`config.mk`:
```
export PLATFORM = sky130hd
export DESIGN_NAME = yaw_rate_estimator_with_wall_flags
export DESIGN_NICKNAME = d
export VERILOG_FILES = /design/src/rtl/yre_pkg.sv /design/src/rtl/yre_regs.sv /design/src/rtl/yre_ctrl.sv /design/src/rtl/yre_dp.sv /design/src/rtl/yaw_rate_estimator_with_wall_flags.sv
export SDC_FILE = /design/constraint.sdc
export NUM_CORES = 2
export LEC_CHECK = 0
export BUFFER_PORTS_ARGS = -buffer_cell sky130_fd_sc_hd__buf_4
export CORE_ASPECT_RATIO = 1.75
export CORE_MARGIN = 5
export CORE_UTILIZATION = 65
export CTS_BUF_LIST = sky130_fd_sc_hd__clkbuf_16
export DETAILED_ROUTE_END_ITERATION = 10
export PLACE_DENSITY_LB_ADDON = 0.05
export SETUP_SLACK_MARGIN = 0.02
export SKIP_CTS_REPAIR_TIMING = 1
export SLEW_MARGIN = 25
export SYNTH_ARGS = -nofsm -noshare
export SYNTH_HDL_FRONTEND = slang
export SYNTH_SLANG_ARGS = --single-unit
```
`constraint.sdc`:
```
create_clock -name clk -period 12.3 [get_ports clk]
set_clock_uncertainty 0.1 [all_clocks]
set_input_delay 0.615 -clock clk [delete_from_list [all_inputs] [get_ports clk]]
set_output_delay 0.615 -clock clk [all_outputs]
set_load 0.05 [all_outputs]
```
`src/rtl/yre_pkg.sv`:
```
package yre_pkg;

  // Stream payload widths, padded to whole bytes.
  localparam int IN_DATA_W  = 80;
  localparam int IN_USER_W  = 2;
  localparam int OUT_DATA_W = 56;

  // Configuration port widths.
  localparam int CFG_INDEX_W = 3;
  localparam int CFG_DATA_W  = 17;

  // Register indexes on the configuration port.
  localparam logic [CFG_INDEX_W-1:0] REG_FILTER_ALPHA = 3'd0;
  localparam logic [CFG_INDEX_W-1:0] REG_LEFT_THRESH  = 3'd1;
  localparam logic [CFG_INDEX_W-1:0] REG_FRONT_THRESH = 3'd2;
  localparam logic [CFG_INDEX_W-1:0] REG_RIGHT_THRESH = 3'd3;
  localparam logic [CFG_INDEX_W-1:0] REG_MIN_INTERVAL = 3'd4;

  // Action codes carried on s_tuser.
  typedef enum logic [1:0] {
    ACT_UPDATE     = 2'd0,
    ACT_TAKE_DELTA = 2'd1,
    ACT_ZERO_REF   = 2'd2,
    ACT_RESYNC_REF = 2'd3
  } action_t;

  // Number of restoring divide steps: one per bit of the scaled delta.
  localparam int DIV_STEPS = 35;
  localparam int DIV_CNT_W = 6;

  // Configuration register file contents.
  typedef struct packed {
    logic [16:0] filter_alpha;
    logic [12:0] left_threshold_mm;
    logic [12:0] front_threshold_mm;
    logic [12:0] right_threshold_mm;
    logic [15:0] min_interval_us;
  } cfg_t;

  // Controller to datapath commands.
  typedef struct packed {
    logic load;
    logic prep;
    logic div_step;
    logic mac;
    logic sum;
    logic out_load;
  } cmd_t;

  // Datapath to controller status.
  typedef struct packed {
    logic upd_req;
  } status_t;

endpackage

```
`src/rtl/yre_regs.sv`:
```
module yre_regs (
  input  logic                           clk,
  input  logic                           rst,
  input  logic                           cfg_valid,
  output logic                           cfg_ready,
  input  logic [yre_pkg::CFG_INDEX_W-1:0] cfg_index,
  input  logic [yre_pkg::CFG_DATA_W-1:0]  cfg_data,
  output yre_pkg::cfg_t                  cfg
);
  import yre_pkg::*;

  // Writes are always taken; unknown indexes are dropped.
  assign cfg_ready = 1'b1;

  always_ff @(posedge clk) begin
    if (rst) begin
      cfg.filter_alpha       <= 17'd13107;
      cfg.left_threshold_mm  <= 13'd100;
      cfg.front_threshold_mm <= 13'd100;
      cfg.right_threshold_mm <= 13'd100;
      cfg.min_interval_us    <= 16'd100;
    end else if (cfg_valid && cfg_ready) begin
      case (cfg_index)
        REG_FILTER_ALPHA: cfg.filter_alpha       <= cfg_data;
        REG_LEFT_THRESH:  cfg.left_threshold_mm  <= cfg_data[12:0];
        REG_FRONT_THRESH: cfg.front_threshold_mm <= cfg_data[12:0];
        REG_RIGHT_THRESH: cfg.right_threshold_mm <= cfg_data[12:0];
        REG_MIN_INTERVAL: cfg.min_interval_us    <= cfg_data[15:0];
        default: begin
        end
      endcase
    end
  end

endmodule

```
`src/rtl/yre_ctrl.sv`:
```
module yre_ctrl (
  input  logic              clk,
  input  logic              rst,
  input  logic              s_tvalid,
  output logic              s_tready,
  output logic              m_tvalid,
  input  logic              m_tready,
  input  yre_pkg::status_t  status,
  output yre_pkg::cmd_t     cmd
);
  import yre_pkg::*;

  typedef enum logic [5:0] {
    S_IDLE = 6'b000001,
    S_PREP = 6'b000010,
    S_DIV  = 6'b000100,
    S_MAC  = 6'b001000,
    S_SUM  = 6'b010000,
    S_DONE = 6'b100000
  } state_t;

  state_t               state;
  state_t               state_next;
  logic [DIV_CNT_W-1:0] cnt;
  logic                 out_free;
  logic                 accept;

  assign s_tready = (state == S_IDLE);
  assign accept   = s_tvalid && s_tready;
  assign out_free = !m_tvalid || m_tready;

  // Next state and command decode.
  always_comb begin
    state_next   = state;
    cmd          = '0;
    case (state)
      S_IDLE: begin
        if (accept) begin
          cmd.load   = 1'b1;
          state_next = status.upd_req ? S_PREP : S_DONE;
        end
      end
      S_PREP: begin
        cmd.prep   = 1'b1;
        state_next = S_DIV;
      end
      S_DIV: begin
        cmd.div_step = 1'b1;
        if (cnt == DIV_CNT_W'(DIV_STEPS - 1)) begin
          state_next = S_MAC;
        end
      end
      S_MAC: begin
        cmd.mac    = 1'b1;
        state_next = S_SUM;
      end
      S_SUM: begin
        cmd.sum    = 1'b1;
        state_next = S_DONE;
      end
      S_DONE: begin
        if (out_free) begin
          cmd.out_load = 1'b1;
          state_next   = S_IDLE;
        end
      end
      default: begin
        state_next = S_IDLE;
      end
    endcase
  end

  // State register and divide step counter.
  always_ff @(posedge clk) begin
    if (rst) begin
      state <= S_IDLE;
      cnt   <= '0;
    end else begin
      state <= state_next;
      if (state == S_PREP) begin
        cnt <= '0;
      end else if (state == S_DIV) begin
        cnt <= cnt + DIV_CNT_W'(1);
      end
    end
  end

  // Output valid: set when a result is loaded, cleared when taken.
  always_ff @(posedge clk) begin
    if (rst) begin
      m_tvalid <= 1'b0;
    end else if (cmd.out_load) begin
      m_tvalid <= 1'b1;
    end else if (m_tready) begin
      m_tvalid <= 1'b0;
    end
  end

  // The divide never runs past its last step.
  a_div_bound: assert property (@(posedge clk) disable iff (rst)
    (state == S_DIV) |-> (cnt < DIV_CNT_W'(DIV_STEPS)))
    else $error("divide counter ran past its last step");

  // An update request goes through the divider; others go straight to output.
  a_upd_path: assert property (@(posedge clk) disable iff (rst)
    (accept && status.upd_req) |=> (state == S_PREP))
    else $error("update request did not start the divider");

  a_skip_path: assert property (@(posedge clk) disable iff (rst)
    (accept && !status.upd_req) |=> (state == S_DONE))
    else $error("non-update request did not go to output");

  // A result is never loaded over one still waiting.
  a_no_overwrite: assert property (@(posedge clk) disable iff (rst)
    cmd.out_load |-> (!m_tvalid || m_tready))
    else $error("result loaded over a pending result");

  // The filter update is always followed by the output step.
  a_sum_done: assert property (@(posedge clk) disable iff (rst)
    (state == S_SUM) |=> (state == S_DONE))
    else $error("filter update not followed by output");

endmodule

```
`src/rtl/yre_dp.sv`:
```
module yre_dp (
  input  logic                           clk,
  input  logic                           rst,
  input  yre_pkg::cfg_t                  cfg,
  input  yre_pkg::cmd_t                  cmd,
  output yre_pkg::status_t               status,
  input  logic [yre_pkg::IN_DATA_W-1:0]  s_tdata,
  input  logic [yre_pkg::IN_USER_W-1:0]  s_tuser,
  output logic [yre_pkg::OUT_DATA_W-1:0] m_tdata
);
  import yre_pkg::*;

  localparam logic [27:0] RATE_LIMIT = 28'd180000000;
  localparam logic [16:0] ALPHA_ONE  = 17'd65536;
  localparam logic [34:0] RATE_SCALE = 35'd1000000;

  // Wrap a yaw difference once into the half-turn range.
  function automatic logic signed [17:0] wrap_delta(input logic signed [17:0] d);
    logic signed [17:0] r;
    r = d;
    if (d > 18'sd18000) begin
      r = d - 18'sd36000;
    end else if (d < -18'sd18000) begin
      r = d + 18'sd36000;
    end
    return r;
  endfunction

  // Input fields.
  logic signed [15:0] in_yaw;
  logic [19:0]        in_elapsed;
  logic [12:0]        in_left;
  logic [12:0]        in_front;
  logic [12:0]        in_right;
  logic [1:0]         in_action;

  assign in_yaw     = s_tdata[15:0];
  assign in_elapsed = s_tdata[35:16];
  assign in_left    = s_tdata[48:36];
  assign in_front   = s_tdata[61:49];
  assign in_right   = s_tdata[74:62];
  assign in_action  = s_tuser;

  // Stored state.
  logic signed [15:0] prev_yaw;
  logic signed [15:0] ref_yaw;
  logic signed [28:0] filt;

  // Per-item registers.
  logic signed [15:0] yaw_q;
  logic [19:0]        den;
  logic [2:0]         flags_q;
  logic [15:0]        delta_q;
  logic               upd_q;
  logic               neg_q;
  logic [14:0]        mag_q;
  logic [19:0]        rem;
  logic [34:0]        quo;
  logic signed [46:0] p_new;
  logic signed [46:0] p_old;

  // Load-time combinational values.
  logic signed [17:0] d_rate;
  logic signed [17:0] d_take;
  logic signed [17:0] d_abs;

  assign status.upd_req = (in_action == ACT_UPDATE) && (in_elapsed != 20'd0) &&
                          (in_elapsed >= {4'd0, cfg.min_interval_us});

  assign d_rate = wrap_delta(18'(in_yaw) - 18'(prev_yaw));
  assign d_take = wrap_delta(18'(in_yaw) - 18'(ref_yaw));
  assign d_abs  = d_rate[17] ? -d_rate : d_rate;

  // Divide step: shift in the next dividend bit and try subtracting.
  logic [20:0] rem_sh;
  logic [21:0] diff;

  assign rem_sh = {rem, quo[34]};
  assign diff   = {1'b0, rem_sh} - {2'b00, den};

  // Saturated signed raw rate and clamped alpha.
  logic [27:0]        sat_mag;
  logic signed [28:0] raw;
  logic [16:0]        alpha_sat;
  logic signed [17:0] a_new;
  logic signed [17:0] a_old;

  assign sat_mag   = (quo > {7'd0, RATE_LIMIT}) ? RATE_LIMIT : quo[27:0];
  assign raw       = neg_q ? -$signed({1'b0, sat_mag}) : $signed({1'b0, sat_mag});
  assign alpha_sat = (cfg.filter_alpha > ALPHA_ONE) ? ALPHA_ONE : cfg.filter_alpha;
  assign a_new     = $signed({1'b0, alpha_sat});
  assign a_old     = $signed({1'b0, ALPHA_ONE}) - a_new;

  // Blended sum; the floor shift by 16 is a bit select.
  logic signed [47:0] blend;

  assign blend = 48'(p_new) + 48'(p_old);

  // Stored state updates.
  always_ff @(posedge clk) begin
    if (rst) begin
      prev_yaw <= '0;
      ref_yaw  <= '0;
      filt     <= '0;
    end else begin
      if (cmd.load) begin
        case (in_action)
          ACT_TAKE_DELTA: ref_yaw <= in_yaw;
          ACT_ZERO_REF:   ref_yaw <= '0;
          ACT_RESYNC_REF: ref_yaw <= in_yaw;
          default: begin
          end
        endcase
      end
      if (cmd.sum) begin
        filt     <= blend[44:16];
        prev_yaw <= yaw_q;
      end
    end
  end

  // Item capture, divide and multiply pipeline.
  always_ff @(posedge clk) begin
    if (cmd.load) begin
      yaw_q   <= in_yaw;
      den     <= in_elapsed;
      flags_q <= {in_right < cfg.right_threshold_mm,
                  in_front < cfg.front_threshold_mm,
                  in_left  < cfg.left_threshold_mm};
      delta_q <= (in_action == ACT_TAKE_DELTA) ? d_take[15:0] : 16'd0;
      upd_q   <= status.upd_req;
      neg_q   <= d_rate[17];
      mag_q   <= d_abs[14:0];
    end
    if (cmd.prep) begin
      quo <= {20'd0, mag_q} * RATE_SCALE;
      rem <= '0;
    end
    if (cmd.div_step) begin
      if (!diff[21]) begin
        rem <= diff[19:0];
        quo <= {quo[33:0], 1'b1};
      end else begin
        rem <= rem_sh[19:0];
        quo <= {quo[33:0], 1'b0};
      end
    end
    if (cmd.mac) begin
      p_new <= a_new * raw;
      p_old <= a_old * filt;
    end
  end

  // Result register.
  always_ff @(posedge clk) begin
    if (cmd.out_load) begin
      m_tdata <= {7'd0, upd_q, filt, delta_q, flags_q};
    end
  end

endmodule

```
`src/rtl/yaw_rate_estimator_with_wall_flags.sv`:
```
// A rate update passes through prep, the 35-step restoring divider, the
// multiply and the filter sum; other items go straight to the output load,
// which waits for a free output register; only then is a new request taken,
// even while the previous result still waits on m_tready.
// Reset (rst, synchronous) clears the handshake, the filtered rate and both
// yaw references, and returns the configuration registers to their defaults.
module yaw_rate_estimator_with_wall_flags (
  input  logic                            clk,
  input  logic                            rst,
  // Input stream.
  input  logic                            s_tvalid,
  output logic                            s_tready,
  // yaw_cdeg[15:0], elapsed_us[35:16], left_mm[48:36], front_mm[61:49],
  // right_mm[74:62], zero pad[79:75]
  input  logic [yre_pkg::IN_DATA_W-1:0]   s_tdata,
  // action[1:0]
  input  logic [yre_pkg::IN_USER_W-1:0]   s_tuser,
  // Output stream.
  output logic                            m_tvalid,
  input  logic                            m_tready,
  // wall_left[0], wall_front[1], wall_right[2], yaw_delta_cdeg[18:3],
  // rate_cdeg_per_s[47:19], rate_updated[48], zero pad[55:49]
  output logic [yre_pkg::OUT_DATA_W-1:0]  m_tdata,
  // Configuration write channel.
  input  logic                            cfg_valid,
  output logic                            cfg_ready,
  input  logic [yre_pkg::CFG_INDEX_W-1:0] cfg_index,
  input  logic [yre_pkg::CFG_DATA_W-1:0]  cfg_data
);
  import yre_pkg::*;

  cfg_t    cfg;
  cmd_t    cmd;
  status_t status;

  yre_regs u_regs (
    .clk       (clk),
    .rst       (rst),
    .cfg_valid (cfg_valid),
    .cfg_ready (cfg_ready),
    .cfg_index (cfg_index),
    .cfg_data  (cfg_data),
    .cfg       (cfg)
  );

  yre_ctrl u_ctrl (
    .clk      (clk),
    .rst      (rst),
    .s_tvalid (s_tvalid),
    .s_tready (s_tready),
    .m_tvalid (m_tvalid),
    .m_tready (m_tready),
    .status   (status),
    .cmd      (cmd)
  );

  yre_dp u_dp (
    .clk     (clk),
    .rst     (rst),
    .cfg     (cfg),
    .cmd     (cmd),
    .status  (status),
    .s_tdata (s_tdata),
    .s_tuser (s_tuser),
    .m_tdata (m_tdata)
  );

endmodule
```
==> results.tsv <==
metric	value	unit
kind of path behind the tightest hold check	input pin to register	
crit path time final	10.64	ns
Die ar.	0.0976	mm^2
worst path buffer plus inverter count	5	
initial drt markers	2560	
RSZ-0062 raised after global routing	no	
vias in the first global route	49000	
FF+latch count, synth	412	
hold path start	s_tdata[33]	
Syn Area/Cell	9.12	um^2
Worst-path clk slew	0.06	ns
share of cells above drive strength 1	5.56	%
average wire per standard cell	20.3	um
MaxCap Viol Count	0	
max_slew headroom	25.3	%
Peak VDD IR	0.640	mV
most frequent cell on the critical path	fa_1	
Worst Path Max Fanout	10	
CP startpoint kind	register	
Crit path max-delay family	adder cells	
die height	410	um
Die W	238	um
clk root buf	clkbuf_16	
drt first pass iters	8	
Slew @ Worst Pin	1.12	ns
Post-synth EDFFs	266	
Crit path arrival time	10.89	ns
DRT antenna net count	0	
cts bufs inserted	44	
Final Cell Area	0.0632	mm^2
clk buf depth	3	
FMAX	0.0940	GHz
fin nets	8136	
Syn Inst Count	6502	
# port buffers	152	
H-Tree Depth	2	
DR vias	45200	
overall routed net length	158000	um
Top-Level Pins	166	
Slew Viols, Final	0	
fill count	7345	
Leak	28.9	nW
total gr overflow	0	
Top FF cell, synth	edfxtp_1	
CTS Sinks	412	
Synth cell types	101	
drt via density	5.82	
number of remaining DRC errors	0	
Power Total	16.9	mW
Setup crit end kind	register	
post-synthesis async set-or-reset flop share	0	%
worst skew pair latency	0.61	ns
sequential fraction of the synthesis area	18.4	%
CP max stage delay	0.58	ns
GRT Resource Usage Total	32.8	%
WS Path Type	register to register	
Worst R2R Start	u_dp.quo[3]	
FF/Latch Area	0.0109	mm^2
Hold Vio Cnt, Final	0	
Placer Congestion	0.940	
DP HPWL	128000	um
CTS tree	built	
pin count of the biggest net entering global routing	72	
Layout area overhead	6.55	%
row cnt	146	
Initial Utilization	65.4	%
CP Launch Point	u_dp.quo[3]	
core area	0.0906	mm^2
first-pass GRT wire length	252000	um
period utilisation layout	86.5	%
Multi-input gate area	0.0427	mm^2
setup TNS	0	ns
worst endpoint required time	12.55	ns
Yosys warnings	0	
final setup vio count	0	
Worst path slowest cell	o22ai_1	
Placed Area	0.0617	mm^2
Mapped Area	0.0593	mm^2
Pwr Density	267	mW/mm^2
initial antenna violation count	2	
outcome	completed	
[power by group]
group	total [mW]	internal [mW]	switching, mW
combinational	13.2	5.63	7.53
clock	1.40	0.779	0.622
sequential	2.30	2.24	0.0631
[per-stage QoR]
| stage | worst slack, ns | util, % | instances | hold slack [ns] |
|---|---|---|---|---|
| floorplan | 2.59 | - | 6536 | 0.300 |
| global placement | 1.72 | 68.1 | 7680 | 0.303 |
| detailed placement | 1.78 | 68.1 | 7680 | 0.306 |
| CTS | 1.71 | 69.7 | 7762 | 0.0572 |
| global route | 1.01 | 69.7 | 7762 | 0.0796 |
| finish | 1.66 | 69.7 | 7763 | 0.0968 |
[sequential cells by signal (all words and copies together), names as in the netlist, 20 cells and up]
signal	cells
u_dp.p_new	45
u_dp.rem	20
u_dp.den	20
u_dp.filt	29
u_regs.cfg	72
u_dp.m_tdata	49
u_dp.quo	35
u_dp.p_old	45
[cells in the final DEF (no fill, tap or decap), drive strengths merged, types with 29 or more instances in the layout]
cell | Yosys | layout
o21ai | 142 | 142
nor2b | 44 | 44
conb | 2 | 36
nor3 | 72 | 72
nand2b | 45 | 45
clkbuf | 242 | 45
ha | 479 | 479
nand2 | 896 | 896
dfxtp | 146 | 146
buf | 21 | 223
and2 | 213 | 213
o21a | 37 | 37
a31oi | 29 | 29
fa | 1008 | 1008
a21o | 79 | 79
nor2 | 489 | 489
edfxtp | 266 | 266
xnor2 | 161 | 161
nand3 | 70 | 70
xor2 | 77 | 77
a21oi | 274 | 274
inv | 1305 | 1319
[cell families after synthesis]
group / share of synthesized area [%]
multiplexers: 0.175
other: 0.0127
adder cells (fa/ha/maj): 44.1
XOR/XNOR: 3.52
flip-flops: 18.4
buffers and inverters: 10.0
AND/OR/NAND/NOR: 14.8
AO/OA/AOI/OAI: 8.92
[area by class of cell]
cell class	count	share of cell area, %
diodes	1	0.00396
inverters	1307	7.77
repair buffers	223	2.65
clock buffers	45	1.78
clock inverters	37	0.549
flip-flops and latches	412	17.3
well taps	1184	2.34
multi-input cells	4554	67.6
[cells in the mapped netlist, types with 11 or more instances]
cell type  number  area [um^2]
nor2b_1        44          275
nand4_1        14         87.6
nand2b_1       45          282
xnor2_1       161         1410
fa_1         1008        20200
dfxtp_1       146         2920
nor3_1         71          355
a21o_1         78          586
a211oi_1       22          165
o21a_1         36          270
a31oi_1        29          181
nand3b_1       11         82.6
nand3_1        69          345
nand2_1       896         3360
or3_1          27          169
clkbuf_1      242          908
inv_1        1305         4900
nor2_1        488         1830
and2_1        212         1330
a21oi_1       273         1370
and3_1         19          119
nor4_1         26          163
o211ai_1       27          203
o22ai_1        13         81.3
edfxtp_1      266         7990
o31ai_1        16          120
ha_1          479         5990
a22oi_1        22          165
a211o_1        12          105
xor2_1         77          674
o21ai_0       131          656
o21bai_1       18          135
[metal layers]
metal	track usage [%]	vias up	routed length (um)
met1	33.6	22600	51100
met5	0	-	0
li1	-	20300	-
met4	22.8	0	14300
met3	3.40	701	7360
met2	61.5	1514	85100
[path summary, 6_finish.rpt]
kind | end | slack [ns] | depth (start not counted)
worst max-delay path | u_dp.p_new[43] | 1.66 | 37
worst min-delay path | u_dp.den[17] | 0.1 | 1
worst max register to register | u_dp.p_new[43] | 1.66 | 37
worst min register to register | u_dp.m_tdata[2] | 0.32 | 0
(Power assumes the default switching activity.)
